===== src/mtds_pkg.sv =====
// mtds_pkg: shared types, field widths, codes and defaults of the timer scheduler
// no dependencies; compile first
`default_nettype none

package mtds_pkg;

   // fixed field widths of the request and response channels
   localparam int KIND_W = 2;
   localparam int TIME_W = 48;
   localparam int MASK_W = 16;
   localparam int IDX_W  = 4;

   // default sizing
   localparam int NUM_SLOTS_DEF  = 16;
   localparam int TIME_BITS_DEF  = 48;
   localparam int MAX_ROUNDS_DEF = 64;

   typedef enum logic [KIND_W-1:0] {
      KIND_ADD     = 2'd0,
      KIND_CLEAR   = 2'd1,
      KIND_ADVANCE = 2'd2,
      KIND_NOP     = 2'd3
   } kind_type;

   typedef enum logic [1:0] {
      ST_IDLE,
      ST_WAIT,
      ST_EVAL
   } state_type;

   typedef struct packed {
      logic [KIND_W-1:0] kind;
      logic              periodic;
      logic [TIME_W-1:0] first_deadline;
      logic [TIME_W-1:0] period;
      logic [TIME_W-1:0] start_time;
      logic [TIME_W-1:0] target_time;
   } req_type;

   typedef struct packed {
      logic [TIME_W-1:0] fire_time;
      logic [MASK_W-1:0] fired_mask;
      logic [TIME_W-1:0] latest_fire;
      logic [TIME_W-1:0] earliest_deadline;
      logic [IDX_W-1:0]  slot_index;
      logic              table_full;
      logic              overrun;
      logic              last;
   } rsp_type;

   // controller to datapath
   typedef struct packed {
      logic load;
      logic fire;
      logic emit;
      logic last;
      logic overrun;
   } cmd_type;

   // datapath to controller
   typedef struct packed {
      logic due;
      logic out_free;
   } sts_type;

   // cycles from a slot update until the registered minimum reflects it
   function automatic int tree_latency(input int num_slots);
      return $clog2(num_slots) + 1;
   endfunction

endpackage

`default_nettype wire


===== src/mtds_ctl.sv =====
// mtds_ctl: sequencing state machine of the timer scheduler
// depends on mtds_pkg; drives command struct to mtds_datapath
`default_nettype none

module mtds_ctl #(
   parameter int NUM_SLOTS  = mtds_pkg::NUM_SLOTS_DEF,
   parameter int MAX_ROUNDS = mtds_pkg::MAX_ROUNDS_DEF
) (
   input  logic                        clock,
   input  logic                        reset,
   input  logic                        req_valid,
   input  logic [mtds_pkg::KIND_W-1:0] req_kind,
   output logic                        req_ready,
   input  mtds_pkg::sts_type           sts,
   output mtds_pkg::cmd_type           cmd
);

   localparam int TreeLat = mtds_pkg::tree_latency(NUM_SLOTS);
   localparam int WaitW   = $clog2(TreeLat + 1);
   localparam int RoundW  = $clog2(MAX_ROUNDS + 1);
   localparam logic [WaitW-1:0]  WaitLoad = WaitW'(TreeLat - 1);
   localparam logic [RoundW-1:0] RoundMax = RoundW'(MAX_ROUNDS);

   mtds_pkg::state_type state_ff, state_in;
   logic [WaitW-1:0]    wait_ff, wait_in;
   logic [RoundW-1:0]   rounds_ff, rounds_in;
   logic                adv_ff, adv_in;

   always_ff @(posedge clock) begin
      if (reset) begin
         state_ff  <= mtds_pkg::ST_IDLE;
         wait_ff   <= '0;
         rounds_ff <= '0;
         adv_ff    <= 1'b0;
      end else begin
         state_ff  <= state_in;
         wait_ff   <= wait_in;
         rounds_ff <= rounds_in;
         adv_ff    <= adv_in;
      end
   end

   always_comb begin
      logic more;
      logic emit_need;
      state_in  = state_ff;
      wait_in   = wait_ff;
      rounds_in = rounds_ff;
      adv_in    = adv_ff;
      req_ready = 1'b0;
      cmd       = '0;
      // during an advance, another round runs when something is due and the round budget remains
      more      = adv_ff && sts.due && (rounds_ff != RoundMax);
      // first evaluation of an advance with something due fires without a result
      emit_need = !(adv_ff && (rounds_ff == '0) && sts.due);
      unique case (state_ff)
         mtds_pkg::ST_IDLE: begin
            req_ready = 1'b1;
            if (req_valid) begin
               cmd.load  = 1'b1;
               adv_in    = (req_kind == mtds_pkg::KIND_ADVANCE);
               rounds_in = '0;
               wait_in   = WaitLoad;
               state_in  = mtds_pkg::ST_WAIT;
            end
         end
         mtds_pkg::ST_WAIT: begin
            if (wait_ff == '0) begin
               state_in = mtds_pkg::ST_EVAL;
            end else begin
               wait_in = wait_ff - 1'b1;
            end
         end
         mtds_pkg::ST_EVAL: begin
            if (!emit_need || sts.out_free) begin
               cmd.emit    = emit_need;
               cmd.last    = !more;
               cmd.overrun = adv_ff && sts.due && (rounds_ff == RoundMax);
               if (more) begin
                  cmd.fire  = 1'b1;
                  rounds_in = rounds_ff + 1'b1;
                  wait_in   = WaitLoad;
                  state_in  = mtds_pkg::ST_WAIT;
               end else begin
                  state_in = mtds_pkg::ST_IDLE;
               end
            end
         end
         default: begin
            state_in = mtds_pkg::ST_IDLE;
         end
      endcase
   end

endmodule

`default_nettype wire


===== config.mk =====
export PLATFORM = sky130hd
export DESIGN_NAME = mtds_ctl
export DESIGN_NICKNAME = d
export VERILOG_FILES = /design/src/mtds_pkg.sv /design/src/mtds_ctl.sv
export SDC_FILE = /design/constraint.sdc
export NUM_CORES = 1
export LEC_CHECK = 0
export BUFFER_PORTS_ARGS = -buffer_cell sky130_fd_sc_hd__buf_2
export CORE_MARGIN = 2
export CORE_UTILIZATION = 50
export DETAILED_ROUTE_END_ITERATION = 8
export GPL_TIMING_DRIVEN = 0
export PLACE_DENSITY = 0.81
export SLEW_MARGIN = 15
export SYNTH_ARGS = -nofsm -noshare
export SYNTH_HDL_FRONTEND = slang
export SYNTH_SLANG_ARGS = --single-unit

===== constraint.sdc =====
create_clock -name clock -period 3.95 [get_ports clock]
set_input_delay 0.79 -clock clock [delete_from_list [all_inputs] [get_ports clock]]
set_output_delay 0.79 -clock clock [all_outputs]
set_load 0.05 [all_outputs]

==> metrics.txt <==
# TYPE chip_impl_metric gauge
chip_impl_info{name="crit_family",value="simple AND/OR/NAND/NOR gates"} 1
chip_impl_info{name="status",value="completed"} 1
chip_impl_metric{name="timing.final.max_slew_violations",unit=""} 0
chip_impl_metric{name="clock_power_share",unit="%"} 22.5
chip_impl_metric{name="dieHeight",unit="µm"} 44.6
chip_impl_metric{name="fin_setup_tns",unit="ns"} 0
chip_impl_metric{name="post_syn_instances",unit=""} 101
chip_impl_metric{name="yosys_warnings",unit=""} 0
chip_impl_metric{name="wl_per_cell",unit="µm"} 12.1
chip_impl_info{name="crit_path_start_kind",value="flop"} 1
chip_impl_metric{name="dp_hpwl",unit="µm"} 1260
chip_impl_metric{name="highest_attainable_clock_frequency",unit="GHz"} 0.305
chip_impl_metric{name="gr-usage-all-layers",unit="%"} 18.9
chip_impl_info{name="worst_path_max_delay_cell",value="sky130_fd_sc_hd__or4b_4"} 1
chip_impl_metric{name="drt_first_iter_violations",unit=""} 15
chip_impl_metric{name="maxSlewHeadroom",unit="%"} 55.6
chip_impl_metric{name="drt_first_pass_iters",unit=""} 4
chip_impl_metric{name="critical_path_buffer_and_inverter_count",unit=""} 2
chip_impl_metric{name="die_area",unit="mm²"} 0.00199
chip_impl_info{name="worst-setup-path-type",value="reg -> out"} 1
chip_impl_metric{name="finalHoldWorstSlack",unit="ns"} 0.463
chip_impl_metric{name="peakVddDrop",unit="mV"} 0.234
chip_impl_metric{name="core-area",unit="mm²"} 0.00152
chip_impl_metric{name="seqPwrFrac",unit="%"} 42.2
chip_impl_metric{name="route.antenna.remaining_nets",unit=""} 0
chip_impl_metric{name="combinationalPowerShare",unit="%"} 35.3
chip_impl_metric{name="final_cell_area",unit="µm²"} 927
chip_impl_info{name="synth_area_leaders",value="sky130_fd_sc_hd__dfxtp_1 32%, sky130_fd_sc_hd__ha_1 6.1%, sky130_fd_sc_hd__nor2_1 4.5%, sky130_fd_sc_hd__a21oi_1 4.2%, sky130_fd_sc_hd__or3_1 3.8%"} 1
chip_impl_info{name="worst_hold_path_type",value="reg -> reg"} 1
chip_impl_metric{name="final_net_count",unit=""} 128
chip_impl_metric{name="via_count",unit=""} 784
chip_impl_info{name="cts_tree",value="done"} 1
chip_impl_metric{name="sequential_to_total_area_share_from_yosys_stat",unit="%"} 31.5
chip_impl_metric{name="layout-drive-gt1-share",unit="%"} 18.1
chip_impl_metric{name="power.switching",unit="µW"} 139
chip_impl_info{name="crit_path_cell_trace",value="inv_1 > ha_1 > or4b_4 > or3_4 > a2111oi_4 > buf_2"} 1
chip_impl_metric{name="max_slew.worst_pin.slew",unit="ns"} 0.665
chip_impl_metric{name="worst_ep_arrival_time",unit="ns"} 2.49
chip_impl_metric{name="floorplan.initialDensity",unit="%"} 54.2
chip_impl_metric{name="num_io_pins",unit=""} 13
chip_impl_metric{name="routabilityCongestion",unit=""} 0.788
chip_impl_metric{name="layout_min_cycle_time",unit="ns"} 3.28
chip_impl_metric{name="cp.required",unit="ns"} 3.16
chip_impl_metric{name="internal_power",unit="µW"} 224
chip_impl_metric{name="power.static_leakage",unit="µW"} 0.000354
chip_impl_metric{name="grt_pass1_vias",unit=""} 681
chip_impl_metric{name="hold_buffer_count_at_cts",unit=""} 0
chip_impl_metric{name="antenna_cells",unit=""} 0
chip_impl_metric{name="number_of_setup_buffers_added_after_cts",unit=""} 0
chip_impl_metric{name="ctsResizeCount",unit=""} 0
chip_impl_metric{name="port-buffer-count",unit=""} 11
chip_impl_metric{name="synthesis.area_per_instance",unit="µm²"} 8.18
chip_impl_metric{name="pin_count_of_the_biggest_net_entering_global_routing",unit=""} 11
chip_impl_metric{name="netSwitchingFraction",unit="%"} 38.3
chip_impl_metric{name="grt_antenna_before_repair",unit=""} 0
chip_impl_metric{name="clk_pin_slew",unit="ns"} 0.08
chip_impl_metric{name="overflow",unit=""} 0
chip_impl_metric{name="detailed_place.area",unit="µm²"} 901
chip_impl_metric{name="clkSinkCount",unit=""} 13
chip_impl_metric{name="area.growth.synth_to_final",unit="%"} 12.3
chip_impl_metric{name="slowest_delay",unit="ns"} 0.49
chip_impl_metric{name="drt_wl_total",unit="µm"} 1600
chip_impl_metric{name="placementRows",unit=""} 14
chip_impl_metric{name="power_per_cell_area",unit="mW/mm²"} 392
chip_impl_metric{name="hold_viol_final",unit=""} 0
chip_impl_metric{name="clk_latency",unit="ns"} 0.27
chip_impl_metric{name="number_of_levels_in_the_clock_h_tree",unit=""} 1
chip_impl_metric{name="timing.critical_path.fanout_max",unit=""} 5
chip_impl_metric{name="synthesis.nets",unit=""} 112
chip_impl_info{name="mostFrequentLayoutCell",value="sky130_fd_sc_hd__dfxtp_1"} 1
chip_impl_info{name="synth_largest_area_cell",value="sky130_fd_sc_hd__dfxtp_1"} 1
chip_impl_metric{name="viasPerCell",unit=""} 5.94
chip_impl_info{name="clock_tree.root_cell",value="sky130_fd_sc_hd__clkbuf_4"} 1
chip_impl_metric{name="synthDominantCellAreaShare",unit="%"} 31.5
chip_impl_metric{name="count_of_different_cell_masters_after_synthesis",unit=""} 38
chip_impl_metric{name="first_pass_grt_wire_length",unit="µm"} 2830
chip_impl_metric{name="p_total",unit="µW"} 363
chip_impl_metric{name="post-route-period-util",unit="%"} 83.1
chip_impl_metric{name="die_width",unit="µm"} 44.6
chip_impl_info{name="most-common-layout-cells",value="13 x sky130_fd_sc_hd__dfxtp_1, 11 x sky130_fd_sc_hd__buf_2, 10 x sky130_fd_sc_hd__nor2_1"} 1
chip_impl_info{name="rsz0062_at_grt",value="no"} 1
chip_impl_metric{name="cts_buffer_depth",unit=""} 2
chip_impl_metric{name="tritoncts_buffers",unit=""} 3
chip_impl_metric{name="report.final.setup_viol",unit=""} 0
chip_impl_metric{name="synth-seq-cells",unit=""} 13
chip_impl_metric{name="post-route-drc-count",unit=""} 0
chip_impl_metric{name="total_standard_cell_area_after_synthesis",unit="µm²"} 826
chip_impl_info{name="cp-end-kind",value="primary output"} 1
chip_impl_metric{name="skew",unit="ns"} 0.000838
chip_impl_metric{name="max-cap-violations",unit=""} 0
routing by layer:
metal  share of wire (%)  up-vias  GRT usage [%]
met5                   0        -              0
met2                  46       18           30.4
met3                 4.4        2           2.45
met1                  49      364           25.3
li1                    -      400              -
met4                0.38        0           7.88
registers in the layout, indices dropped and copies added, names as in the netlist:
register	count
state_ff	2
wait_ff	3
adv_ff	1
rounds_ff	7
per-stage QoR:
step	util (%)	std cells	setup slack, ns
after floorplan	-	101	0.868
after global placement	59.1	128	0.994
after detailed placement	59.1	128	0.975
after CTS	60.8	132	0.672
after global routing	60.8	132	0.580
final	60.8	132	0.667
worst paths after layout:
path	slack, ns	cells past startpoint	to	from
max	0.67	6	cmd[3]	rounds_ff[0]$_SDFFE_PP0P_
min	0.46	2	wait_ff[1]$_SDFFE_PP0P_	wait_ff[1]$_SDFFE_PP0P_
max reg2reg	1.71	7	rounds_ff[3]$_SDFFE_PP0P_	rounds_ff[0]$_SDFFE_PP0P_
min reg2reg	0.46	2	wait_ff[1]$_SDFFE_PP0P_	wait_ff[1]$_SDFFE_PP0P_
power groups by stage:
stage                     logic, µW  registers (µW)  clock network, µW
after floorplan                 103             154                  0
after global placement          124             156                  0
after detailed placement        128             156                  0
after CTS                       129             153               82.5
after global routing            143             155               85.8
final                           128             153               81.7
synth_stat cells, drive strengths merged:
| cell | count |
|---|---|
| nand3 | 3 |
| dfxtp | 13 |
| o221ai | 1 |
| o211a | 1 |
| nor2 | 10 |
| nand3b | 1 |
| nand4 | 2 |
| or3 | 6 |
| and3b | 2 |
| a31oi | 1 |
| buf | 1 |
| o21ai | 5 |
| a2111oi | 1 |
| and4 | 1 |
| and3 | 2 |
| or4b | 1 |
| a311oi | 1 |
| nor3b | 1 |
| or2 | 2 |
| a22oi | 1 |
| mux2i | 1 |
| a31o | 1 |
| and2 | 1 |
| a211oi | 1 |
| clkbuf | 1 |
| o21a | 2 |
| nand2b | 2 |
| nor4 | 2 |
| inv | 5 |
| nor3 | 7 |
| o21ba | 1 |
| nand2 | 7 |
| ha | 4 |
| a21oi | 7 |
| nor2b | 3 |
logic make-up after synthesis:
group                    Yosys count  share of synthesized area [%]
adder cells (fa/ha/maj)            4                           6.06
multiplexers                       1                           1.21
AO/OA/AOI/OAI                     23                           20.6
buffers and inverters              7                           3.18
flip-flops                        13                           31.5
AND/OR/NAND/NOR                   53                           37.4
final cells by class:
| class | instances | area (µm²) |
|---|---|---|
| repair buffers | 11 | 55.1 |
| flip-flops and latches | 13 | 260 |
| inverters | 5 | 18.8 |
| well taps | 16 | 20.0 |
| multi-input cells | 81 | 539 |
| plain buffers | 2 | 7.51 |
| clock buffers | 4 | 26.3 |
| fillers | 143 | 597 |
worst register-to-register path, stage by stage (launching register included):
cell	delay, ns
sky130_fd_sc_hd__dfxtp_1	0.36
sky130_fd_sc_hd__inv_1	0.09
sky130_fd_sc_hd__ha_1	0.22
sky130_fd_sc_hd__or4b_4	0.49
sky130_fd_sc_hd__o211a_1	0.23
sky130_fd_sc_hd__nor3_2	0.46
sky130_fd_sc_hd__nor3_1	0.11
sky130_fd_sc_hd__o21a_1	0.18
Note: power is estimated with default switching activity, not from simulation.
